File: src/rtl/tsfs_pkg.sv
// ----------------------------------------------------------------------------
// Touch sample filter: package
// Widths, field positions, codes and the divide-by-constant reciprocal.
// ----------------------------------------------------------------------------
package tsfs_pkg;

   // group sizing
   localparam int SAMPLES_PER_READ = 5;
   localparam int TRIM_DIV         = SAMPLES_PER_READ - 2;
   localparam int SAMPLE_IDX_W     = $clog2(SAMPLES_PER_READ);

   // converter word
   localparam int REQ_DATA_W = 16;
   localparam int READ_LSB   = 3;
   localparam int READ_W     = 12;
   localparam int SUM_W      = 16;

   // trimmed mean: floor(x / TRIM_DIV) == (x * DIV_MULT) >> DIV_SHIFT for any SUM_W-bit x
   localparam int DIV_SHIFT  = SUM_W + $clog2(TRIM_DIV);
   localparam int DIV_MULT_W = SUM_W + 1;
   localparam int DIV_PROD_W = SUM_W + DIV_MULT_W;
   localparam logic [DIV_MULT_W-1:0] DIV_MULT =
      DIV_MULT_W'(((64'd1 << DIV_SHIFT) + 64'(TRIM_DIV) - 64'd1) / 64'(TRIM_DIV));

   // scaling
   localparam int GAIN_W    = 24;
   localparam int FRAC_BITS = 16;
   localparam int OFFS_W    = 16;
   localparam int COORD_W   = 16;
   localparam int SCALED_W  = READ_W + GAIN_W - FRAC_BITS;
   localparam int WIN_W     = 2 * READ_W;
   localparam int SCREEN_W  = 2 * COORD_W;

   // result beat
   localparam int STATUS_W     = 2;
   localparam int RAW_X_LSB    = 0;
   localparam int RAW_Y_LSB    = RAW_X_LSB + READ_W;
   localparam int SCREEN_X_LSB = RAW_Y_LSB + READ_W;
   localparam int SCREEN_Y_LSB = SCREEN_X_LSB + COORD_W;
   localparam int RSP_DATA_W   = SCREEN_Y_LSB + COORD_W;

   // register port
   localparam int CSR_IDX_W  = 3;
   localparam int CSR_DATA_W = 32;

   typedef enum logic [CSR_IDX_W-1:0] {
      CSR_JITTER   = 3'd0,
      CSR_X_WINDOW = 3'd1,
      CSR_Y_WINDOW = 3'd2,
      CSR_X_GAIN   = 3'd3,
      CSR_X_OFFSET = 3'd4,
      CSR_Y_GAIN   = 3'd5,
      CSR_Y_OFFSET = 3'd6,
      CSR_SCREEN   = 3'd7
   } csr_index_type;

   typedef enum logic [STATUS_W-1:0] {
      ST_OK       = 2'd0,
      ST_UNSTEADY = 2'd1,
      ST_WINDOW   = 2'd2
   } status_type;

   typedef enum logic [1:0] {
      GRP_X1 = 2'd0,
      GRP_Y1 = 2'd1,
      GRP_X2 = 2'd2,
      GRP_Y2 = 2'd3
   } grp_type;

endpackage

File: src/rtl/touch_sample_filter_and_scale_core.sv
// ----------------------------------------------------------------------------
// Touch sample filter and scaler
// Trimmed-mean filtering of converter reads, jitter and window checks,
// and fixed-point scaling to screen pixels.
// ----------------------------------------------------------------------------
//
//  channel | dir | beat contents (lowest bit first)
//  --------+-----+-------------------------------------------------------
//  req_    | in  | tdata: raw_word[15:0]
//  rsp_    | out | tdata: raw_x, raw_y, screen_x, screen_y; tuser: status
//  csr_    | in  | csr_index selects register, csr_wdata, write on csr_wen
//
//  One req beat is taken per cycle, but the beat that closes the fourth group of a
//  frame waits until the result pipeline (4 stages) and the output register are
//  empty; its result then passes through stages A, B, C and D into the output
//  register. A waiting rsp beat holds up only the closing beat of the next frame.
//  Synchronous reset restores register defaults and empties the pipeline.
//
module touch_sample_filter_and_scale_core (
   input  logic                             clock,
   input  logic                             reset,
   input  logic                             req_tvalid,
   output logic                             req_tready,
   input  logic [tsfs_pkg::REQ_DATA_W-1:0]  req_tdata,   // raw_word
   output logic                             rsp_tvalid,
   input  logic                             rsp_tready,
   output logic [tsfs_pkg::RSP_DATA_W-1:0]  rsp_tdata,   // raw_x, raw_y, screen_x, screen_y
   output logic [tsfs_pkg::STATUS_W-1:0]    rsp_tuser,   // status
   input  logic                             csr_wen,
   input  logic [tsfs_pkg::CSR_IDX_W-1:0]   csr_index,
   input  logic [tsfs_pkg::CSR_DATA_W-1:0]  csr_wdata
);
   import tsfs_pkg::*;

   localparam int CLAMP_W = SCALED_W + 2;

   // ------------------------------------------------------------------
   // configuration registers
   // ------------------------------------------------------------------
   logic [READ_W-1:0]   jitter_ff;
   logic [WIN_W-1:0]    x_window_ff, y_window_ff;
   logic [GAIN_W-1:0]   x_gain_ff, y_gain_ff;
   logic [OFFS_W-1:0]   x_offset_ff, y_offset_ff;
   logic [SCREEN_W-1:0] screen_ff;

   always_ff @(posedge clock) begin
      if (reset) begin
         jitter_ff   <= '1;
         x_window_ff <= {{READ_W{1'b1}}, {READ_W{1'b0}}};
         y_window_ff <= {{READ_W{1'b1}}, {READ_W{1'b0}}};
         x_gain_ff   <= GAIN_W'(1) << FRAC_BITS;
         y_gain_ff   <= GAIN_W'(1) << FRAC_BITS;
         x_offset_ff <= '0;
         y_offset_ff <= '0;
         screen_ff   <= '1;
      end else if (csr_wen) begin
         unique case (csr_index_type'(csr_index))
            CSR_JITTER:   jitter_ff   <= csr_wdata[READ_W-1:0];
            CSR_X_WINDOW: x_window_ff <= csr_wdata[WIN_W-1:0];
            CSR_Y_WINDOW: y_window_ff <= csr_wdata[WIN_W-1:0];
            CSR_X_GAIN:   x_gain_ff   <= csr_wdata[GAIN_W-1:0];
            CSR_X_OFFSET: x_offset_ff <= csr_wdata[OFFS_W-1:0];
            CSR_Y_GAIN:   y_gain_ff   <= csr_wdata[GAIN_W-1:0];
            CSR_Y_OFFSET: y_offset_ff <= csr_wdata[OFFS_W-1:0];
            CSR_SCREEN:   screen_ff   <= csr_wdata[SCREEN_W-1:0];
         endcase
      end
   end

   // ------------------------------------------------------------------
   // group sequencing and running sum / max / min
   // ------------------------------------------------------------------
   logic [SAMPLE_IDX_W-1:0] cnt_ff;
   logic [SUM_W-1:0]        sum_ff;
   logic [READ_W-1:0]       max_ff, min_ff;
   grp_type                 grp_ff, grp_in;

   logic              last_sample, grp_final, frame_close, busy, req_fire;
   logic [READ_W-1:0] v, max_upd, min_upd;
   logic [SUM_W-1:0]  sum_upd, trimmed;

   // stage A: trimmed total of a finished group
   logic             vld_a_ff;
   grp_type          grp_a_ff;
   logic [SUM_W-1:0] tot_a_ff;
   // stage B: divided means
   logic              fin_b_ff;
   logic [READ_W-1:0] fx_ff, fy_ff, sx_ff, sy_ff;
   // stage C: checks and axis averages
   logic              fin_c_ff;
   status_type        st_c_ff;
   logic [READ_W-1:0] ax_c_ff, ay_c_ff;
   // stage D: scaled values
   logic                fin_d_ff;
   status_type          st_d_ff;
   logic [READ_W-1:0]   ax_d_ff, ay_d_ff;
   logic [SCALED_W-1:0] px_d_ff, py_d_ff;
   // output register
   logic                  rsp_vld_ff;
   logic [RSP_DATA_W-1:0] rsp_data_ff;
   status_type            rsp_st_ff;

   assign last_sample = (cnt_ff == SAMPLE_IDX_W'(SAMPLES_PER_READ - 1));

   // group sequencer: next state
   always_comb begin
      grp_in = grp_ff;
      if (req_fire && last_sample) begin
         unique case (grp_ff)
            GRP_X1: grp_in = GRP_Y1;
            GRP_Y1: grp_in = GRP_X2;
            GRP_X2: grp_in = GRP_Y2;
            GRP_Y2: grp_in = GRP_X1;
         endcase
      end
   end

   // group sequencer: outputs
   always_comb begin
      grp_final = (grp_ff == GRP_Y2);
   end

   // The closing beat of a frame needs the result path to itself.
   assign frame_close = last_sample && grp_final;
   assign busy = (vld_a_ff && grp_a_ff == GRP_Y2) || fin_b_ff || fin_c_ff || fin_d_ff
               || rsp_vld_ff;
   assign req_tready = !(frame_close && busy);
   assign req_fire   = req_tvalid && req_tready;

   assign v       = req_tdata[READ_LSB +: READ_W];   // bits 15 and 2:0 ignored
   assign sum_upd = sum_ff + SUM_W'(v);
   assign max_upd = (v > max_ff) ? v : max_ff;
   assign min_upd = (v < min_ff) ? v : min_ff;
   assign trimmed = sum_upd - SUM_W'(max_upd) - SUM_W'(min_upd);

   always_ff @(posedge clock) begin
      if (reset) begin
         grp_ff   <= GRP_X1;
         cnt_ff   <= '0;
         sum_ff   <= '0;
         max_ff   <= '0;
         min_ff   <= '1;
         vld_a_ff <= 1'b0;
      end else begin
         grp_ff   <= grp_in;
         vld_a_ff <= req_fire && last_sample;
         if (req_fire) begin
            if (last_sample) begin
               cnt_ff <= '0;
               sum_ff <= '0;
               max_ff <= '0;
               min_ff <= '1;
            end else begin
               cnt_ff <= cnt_ff + SAMPLE_IDX_W'(1);
               sum_ff <= sum_upd;
               max_ff <= max_upd;
               min_ff <= min_upd;
            end
         end
      end
   end

   always_ff @(posedge clock) begin
      if (req_fire && last_sample) begin
         tot_a_ff <= trimmed;
         grp_a_ff <= grp_ff;
      end
   end

   // ------------------------------------------------------------------
   // stage B: divide by SAMPLES_PER_READ-2 via reciprocal multiply
   // ------------------------------------------------------------------
   logic [DIV_PROD_W-1:0] div_prod;
   logic [READ_W-1:0]     mean;

   assign div_prod = DIV_PROD_W'(tot_a_ff) * DIV_PROD_W'(DIV_MULT);
   assign mean     = div_prod[DIV_SHIFT +: READ_W];

   always_ff @(posedge clock) begin
      if (reset) begin
         fin_b_ff <= 1'b0;
      end else begin
         fin_b_ff <= vld_a_ff && (grp_a_ff == GRP_Y2);
      end
   end

   always_ff @(posedge clock) begin
      if (vld_a_ff) begin
         unique case (grp_a_ff)
            GRP_X1: fx_ff <= mean;
            GRP_Y1: fy_ff <= mean;
            GRP_X2: sx_ff <= mean;
            GRP_Y2: sy_ff <= mean;
         endcase
      end
   end

   // ------------------------------------------------------------------
   // stage C: averages, jitter and window checks
   // ------------------------------------------------------------------
   logic [READ_W:0]   sum_x, sum_y;
   logic [READ_W-1:0] diff_x, diff_y, ax, ay;
   logic              unsteady, out_x, out_y;
   status_type        st_c;

   assign sum_x  = {1'b0, fx_ff} + {1'b0, sx_ff};
   assign sum_y  = {1'b0, fy_ff} + {1'b0, sy_ff};
   assign ax     = sum_x[READ_W:1];
   assign ay     = sum_y[READ_W:1];
   assign diff_x = (fx_ff > sx_ff) ? fx_ff - sx_ff : sx_ff - fx_ff;
   assign diff_y = (fy_ff > sy_ff) ? fy_ff - sy_ff : sy_ff - fy_ff;
   assign unsteady = (diff_x > jitter_ff) || (diff_y > jitter_ff);
   // inverted window rejects everything
   assign out_x = (ax < x_window_ff[READ_W-1:0]) || (ax > x_window_ff[WIN_W-1:READ_W]);
   assign out_y = (ay < y_window_ff[READ_W-1:0]) || (ay > y_window_ff[WIN_W-1:READ_W]);

   always_comb begin
      if (unsteady) begin
         st_c = ST_UNSTEADY;    // wins over a window miss
      end else if (out_x || out_y) begin
         st_c = ST_WINDOW;
      end else begin
         st_c = ST_OK;
      end
   end

   always_ff @(posedge clock) begin
      if (reset) begin
         fin_c_ff <= 1'b0;
      end else begin
         fin_c_ff <= fin_b_ff;
      end
   end

   always_ff @(posedge clock) begin
      if (fin_b_ff) begin
         st_c_ff <= st_c;
         ax_c_ff <= ax;
         ay_c_ff <= ay;
      end
   end

   // ------------------------------------------------------------------
   // stage D: gain multiply, drop fraction bits
   // ------------------------------------------------------------------
   logic [READ_W+GAIN_W-1:0] prod_x, prod_y;

   assign prod_x = (READ_W+GAIN_W)'(ax_c_ff) * (READ_W+GAIN_W)'(x_gain_ff);
   assign prod_y = (READ_W+GAIN_W)'(ay_c_ff) * (READ_W+GAIN_W)'(y_gain_ff);

   always_ff @(posedge clock) begin
      if (reset) begin
         fin_d_ff <= 1'b0;
      end else begin
         fin_d_ff <= fin_c_ff;
      end
   end

   always_ff @(posedge clock) begin
      if (fin_c_ff) begin
         st_d_ff <= st_c_ff;
         ax_d_ff <= ax_c_ff;
         ay_d_ff <= ay_c_ff;
         px_d_ff <= prod_x[FRAC_BITS +: SCALED_W];
         py_d_ff <= prod_y[FRAC_BITS +: SCALED_W];
      end
   end

   // ------------------------------------------------------------------
   // output register: offset, clamp to 0..limit, zero on error
   // ------------------------------------------------------------------
   function automatic logic [COORD_W-1:0] scale_clamp(
      input logic [SCALED_W-1:0] scaled,
      input logic [OFFS_W-1:0]   offs,
      input logic [COORD_W-1:0]  limit
   );
      logic signed [CLAMP_W-1:0] s;
      logic signed [CLAMP_W-1:0] lim;
      s   = signed'({2'b00, scaled}) + CLAMP_W'(signed'(offs));
      lim = signed'({{(CLAMP_W-COORD_W){1'b0}}, limit});
      if (s < 0) begin
         return '0;
      end else if (s > lim) begin
         return limit;
      end else begin
         return s[COORD_W-1:0];
      end
   endfunction

   logic [COORD_W-1:0] scr_x, scr_y;

   assign scr_x = (st_d_ff == ST_OK)
                ? scale_clamp(px_d_ff, x_offset_ff, screen_ff[COORD_W-1:0]) : '0;
   assign scr_y = (st_d_ff == ST_OK)
                ? scale_clamp(py_d_ff, y_offset_ff, screen_ff[SCREEN_W-1:COORD_W]) : '0;

   always_ff @(posedge clock) begin
      if (reset) begin
         rsp_vld_ff <= 1'b0;
      end else if (fin_d_ff) begin
         rsp_vld_ff <= 1'b1;   // output register is known empty here
      end else if (rsp_tready) begin
         rsp_vld_ff <= 1'b0;
      end
   end

   always_ff @(posedge clock) begin
      if (fin_d_ff) begin
         rsp_st_ff   <= st_d_ff;
         rsp_data_ff <= {scr_y, scr_x, ay_d_ff, ax_d_ff};
      end
   end

   assign rsp_tvalid = rsp_vld_ff;
   assign rsp_tdata  = rsp_data_ff;
   assign rsp_tuser  = rsp_st_ff;

endmodule

File: config.mk
export PLATFORM = sky130hd
export DESIGN_NAME = touch_sample_filter_and_scale_core
export DESIGN_NICKNAME = d
export VERILOG_FILES = /design/src/rtl/tsfs_pkg.sv /design/src/rtl/touch_sample_filter_and_scale_core.sv
export SDC_FILE = /design/constraint.sdc
export NUM_CORES = 2
export LEC_CHECK = 0
export ABC_AREA = 1
export ABC_CLOCK_PERIOD_IN_PS = 13600
export BUFFER_PORTS_ARGS = -buffer_cell sky130_fd_sc_hd__buf_4
export CELL_PAD_IN_SITES_DETAIL_PLACEMENT = 1
export CELL_PAD_IN_SITES_GLOBAL_PLACEMENT = 1
export CORE_ASPECT_RATIO = 2
export CORE_MARGIN = 10
export CORE_UTILIZATION = 48
export CTS_CLUSTER_SIZE = 30
export DETAILED_ROUTE_END_ITERATION = 12
export PLACE_DENSITY_LB_ADDON = 0.15
export SLEW_MARGIN = 20
export SYNTH_ARGS = -nofsm -noshare
export SYNTH_HDL_FRONTEND = slang
export SYNTH_SLANG_ARGS = --single-unit
File: constraint.sdc
create_clock -name clock -period 13.6 [get_ports clock]
set_input_delay 2.04 -clock clock [delete_from_list [all_inputs] [get_ports clock]]
set_output_delay 2.04 -clock clock [all_outputs]
set_load 0.005 [all_outputs]
==> results.sh <==
export IMPL_syn_area_per_cell_um2=7.879
export IMPL_vdd_drop_max_mv=0.1229
export IMPL_syn_num_nets=7277
export IMPL_route_met2_wl_um=91760
export IMPL_synth_distinct_cells=52
export IMPL_grt_max_degree=89
export IMPL_p_per_area_nw_per_um2=82.77
export IMPL_antenna_found_initial=8
export IMPL_synth_xor_area_share_pct=2.614
export IMPL_drive_above_1_share_pct=4.464
export IMPL_status="finished, final reports clean"
export IMPL_met3_length_um=5268
export IMPL_highest_layer="met5"
export IMPL_fmax_mhz=167.9
export IMPL_crit_path_start_kind="register"
export IMPL_cts_tree="built"
export IMPL_area_growth_syn_to_layout_pct=7.436
export IMPL_cts_resized=0
export IMPL_final_antenna_net_count=0
export IMPL_path_clk_slew_ns=0.07
export IMPL_setup_viol=0
export IMPL_rr_endpoint="fy_ff[9]"
export IMPL_synth_adder_area_share_pct=35.67
export IMPL_grt_pass1_wl_um=253800
export IMPL_initialDrtViolationCount=1523
export IMPL_grt_total_usage_pct=28.53
export IMPL_via_per_inst=5.455
export IMPL_row_count=165
export IMPL_synth_edf_count=216
export IMPL_vias=41150
export IMPL_drv_cap=0
export IMPL_ys_async_sr_fraction_pct=0
export IMPL_synthFlopType="dfxtp_1"
export IMPL_gr_total_overflow=0
export IMPL_layout_nets=7284
export IMPL_fin_area_um2=52150
export IMPL_gp_congestion=0.9565
export IMPL_cts_hold_buf=0
export IMPL_synth_top_family_by_area="adder cells"
export IMPL_die_w_um=244.9
export IMPL_yosysSeqAreaShare_pct=22.52
export IMPL_power_switching_mw=1.628
export IMPL_synthSimpleGateAreaFrac_pct=16.94
export IMPL_rr_startpoint="tot_a_ff[4]"
export IMPL_post_cts_buffers=0
export IMPL_dp_hpwl_um=133700
export IMPL_cp_arrival_ns=6.36
export IMPL_root_buffer="clkbuf_16"
export IMPL_rsz0062_at_grt="false"
export IMPL_comb_power_share_pct=33.7
export IMPL_p_leak_nw=27.41
export IMPL_ys_warn_count=0
export IMPL_p_int_mw=2.689
export IMPL_cts_buffer_depth=3
export IMPL_holdPathStages=0
export IMPL_synth_seq_cells=438
export IMPL_synthMuxAreaShare_pct=0
export IMPL_routedWlPerCell_um=21.70
export IMPL_switching_share_pct=37.70
export IMPL_cp_end_kind="register"
export IMPL_skew_ns=0.02391
export IMPL_start_util_pct=48.18
export IMPL_clock_latency_ns=0.65
export IMPL_core_um2=100700
export IMPL_max_slew_margin_pct=26.91
export IMPL_r2r_cells=18
export IMPL_syn_area_um2=48540
export IMPL_postPlaceCellArea_um2=50600
export IMPL_drt_pass1_iter_count=5
export IMPL_fin_util_pct=51.77
export IMPL_crit_required_ns=14.01
export IMPL_worstMarginPinSlew_ns=1.096
export IMPL_die_area_um2=115000
export IMPL_timing_final_crit_share_pct=43.78
export IMPL_hold_start="ay_d_ff[10]"
export IMPL_drc=0
export IMPL_clock_sinks=438
export IMPL_crit_fanout=5
export IMPL_cts_buffers=45
export IMPL_fin_crit_ns=5.955
export IMPL_ios=116
export IMPL_pwr_share_clk_pct=31.0
export IMPL_die_height_um=469.7
export IMPL_io_buffers=111
export IMPL_hold_path_end="rsp_tdata[22]"
export IMPL_power_total_mw=4.317
export IMPL_p_seq_share_pct=35.4
export IMPL_drt_total_wl_um=163700
export IMPL_cts_htree_levels=2
export IMPL_final_setup_tns_ns=0
export IMPL_synth_compound_area_share_pct=9.728
export IMPL_syn_inst=6161
export IMPL_final_hold_viol_count=0
export IMPL_rrSetupSlack_ns=7.65
export IMPL_grt_pass1_vias=46490
export IMPL_drt_met1_wl_um=52980
export IMPL_critical_path_class="reg2reg"
export IMPL_hold_path_class="reg2reg"
export IMPL_slew_viol_final=0
==> registers in the layout, indices dropped and copies added, names as in the netlist, 16 cells and up <==
name,count
rsp_tdata,56
screen_ff,32
x_gain_ff,24
x_window_ff,24
y_gain_ff,24
y_window_ff,24
px_d_ff,20
py_d_ff,20
sum_ff,16
tot_a_ff,16
x_offset_ff,16
y_offset_ff,16
==> cell usage after synthesis, drive strengths merged, types with 2 or more instances <==
master / instances / share of area [%]
a211oi: 2 / 0.031
a21boi: 6 / 0.093
a21o: 12 / 0.19
a21oi: 386 / 4.1
a221oi: 6 / 0.11
a31oi: 27 / 0.35
and3: 3 / 0.039
buf: 34 / 0.41
clkbuf: 164 / 1.3
clkinv: 4 / 0.031
dfxtp: 222 / 9.2
edfxtp: 216 / 13
fa: 540 / 22
ha: 520 / 13
inv: 1400 / 11
nand2: 1423 / 11
nand3: 127 / 1.3
nand3b: 8 / 0.12
nand4: 41 / 0.53
nor2: 414 / 3.3
nor3: 40 / 0.43
nor4: 6 / 0.077
o2111ai: 9 / 0.16
o211ai: 52 / 0.80
o21a: 18 / 0.28
o21ai: 294 / 3.0
o21bai: 19 / 0.29
o221ai: 10 / 0.18
o31ai: 6 / 0.093
xnor2: 26 / 0.47
xor2: 118 / 2.1
==> final cells by class <==
class                      count  area, um2
clock inverter                33      371.6
fill                       12620      48590
antenna                        2      5.005
multi-input combinational   4121      31540
sequential                   438      10940
inverter                    1404       5273
tap                         1336       1672
timing repair buffer         158       1194
clock buffer                  51       1159
==> power by group through the flow <==
stage | Clock, mW | Combinational [mW] | Sequential (mW)
2_1_floorplan | 0 | 0.975 | 1.53
3_3_place_gp | 0 | 1.39 | 1.55
3_5_place_dp | 0 | 1.45 | 1.55
4_1_cts | 1.36 | 1.46 | 1.52
5_1_grt | 1.40 | 1.62 | 1.53
6_report | 1.34 | 1.45 | 1.53
==> kinds of logic (layout without fill, tap and decap cells) <==
kind of cell               Yosys count  after routing
and+or+nand+nor                   2067           2067
AOI/OAI and AO/OA                  850            850
other                                0              2
xor gates and xnor gates           144            144
adders and majority gates         1060           1060
DFF                                438            438
buffers and inverters             1602           1646
==> worst max-delay path, cell delays in order (launching register included) <==
cell,delay (ns)
edfxtp_1,0.51
ha_1,0.41
fa_1,0.51
inv_1,0.05
fa_1,0.44
fa_1,0.53
inv_1,0.05
fa_1,0.47
inv_1,0.05
fa_1,0.48
inv_1,0.05
ha_1,0.38
nand4_1,0.15
nor3_1,0.37
nand4_1,0.16
nand3_1,0.26
a21oi_1,0.15
o21ai_0,0.29
xor2_1,0.39
==> cell usage in the layout (no fill, tap or decap), drive strengths merged, types with 3 or more instances in the layout <==
master    count
clkinvlp      6
o211ai       52
a21o         12
nor2        414
fa          540
clkbuf       51
nand4        41
xor2        118
o21bai       19
clkinv       23
a21oi       386
edfxtp      216
nand3b        8
nor3         40
buf         158
o21a         18
o21ai       294
o221ai       10
xnor2        26
a21boi        6
o2111ai       9
ha          520
and3          3
dfxtp       222
nand2      1423
inv        1403
bufinv        5
nor4          6
o31ai         6
nand3       127
a31oi        27
a221oi        6
==> layer usage <==
metal | vias to the layer above | track usage (%)
met3 | 564 | 3.102
met1 | 20640 | 25.62
li1 | 18990 | -
met4 | 8 | 20.39
met5 | - | 0
met2 | 945 | 56.89
==> worst max path at each step <==
stage | from | to | slack, ns | cells after the start
floorplan | req_tdata[3] | tot_a_ff[15] | 8.29 | 18
global placement | req_tdata[14] | tot_a_ff[15] | 7.13 | 19
detailed placement | req_tdata[14] | tot_a_ff[15] | 7.02 | 20
CTS | tot_a_ff[1] | sx_ff[9] | 7.67 | 18
global route | req_tdata[14] | tot_a_ff[15] | 7.27 | 20
finish | tot_a_ff[4] | fy_ff[9] | 7.65 | 18
==> stage by stage <==
| stage | instances | worst slack [ns] | hold slack (ns) |
|---|---|---|---|
| CTS | 7540 | 7.669 | 0.4159 |
| finish | 7543 | 7.645 | 0.4144 |
| global route | 7542 | 7.273 | 0.4310 |
| floorplan | 6161 | 8.289 | 0.4003 |
| global placement | 7456 | 7.131 | 0.4010 |
| detailed placement | 7456 | 7.022 | 0.4056 |
(Power assumes the default switching activity.)
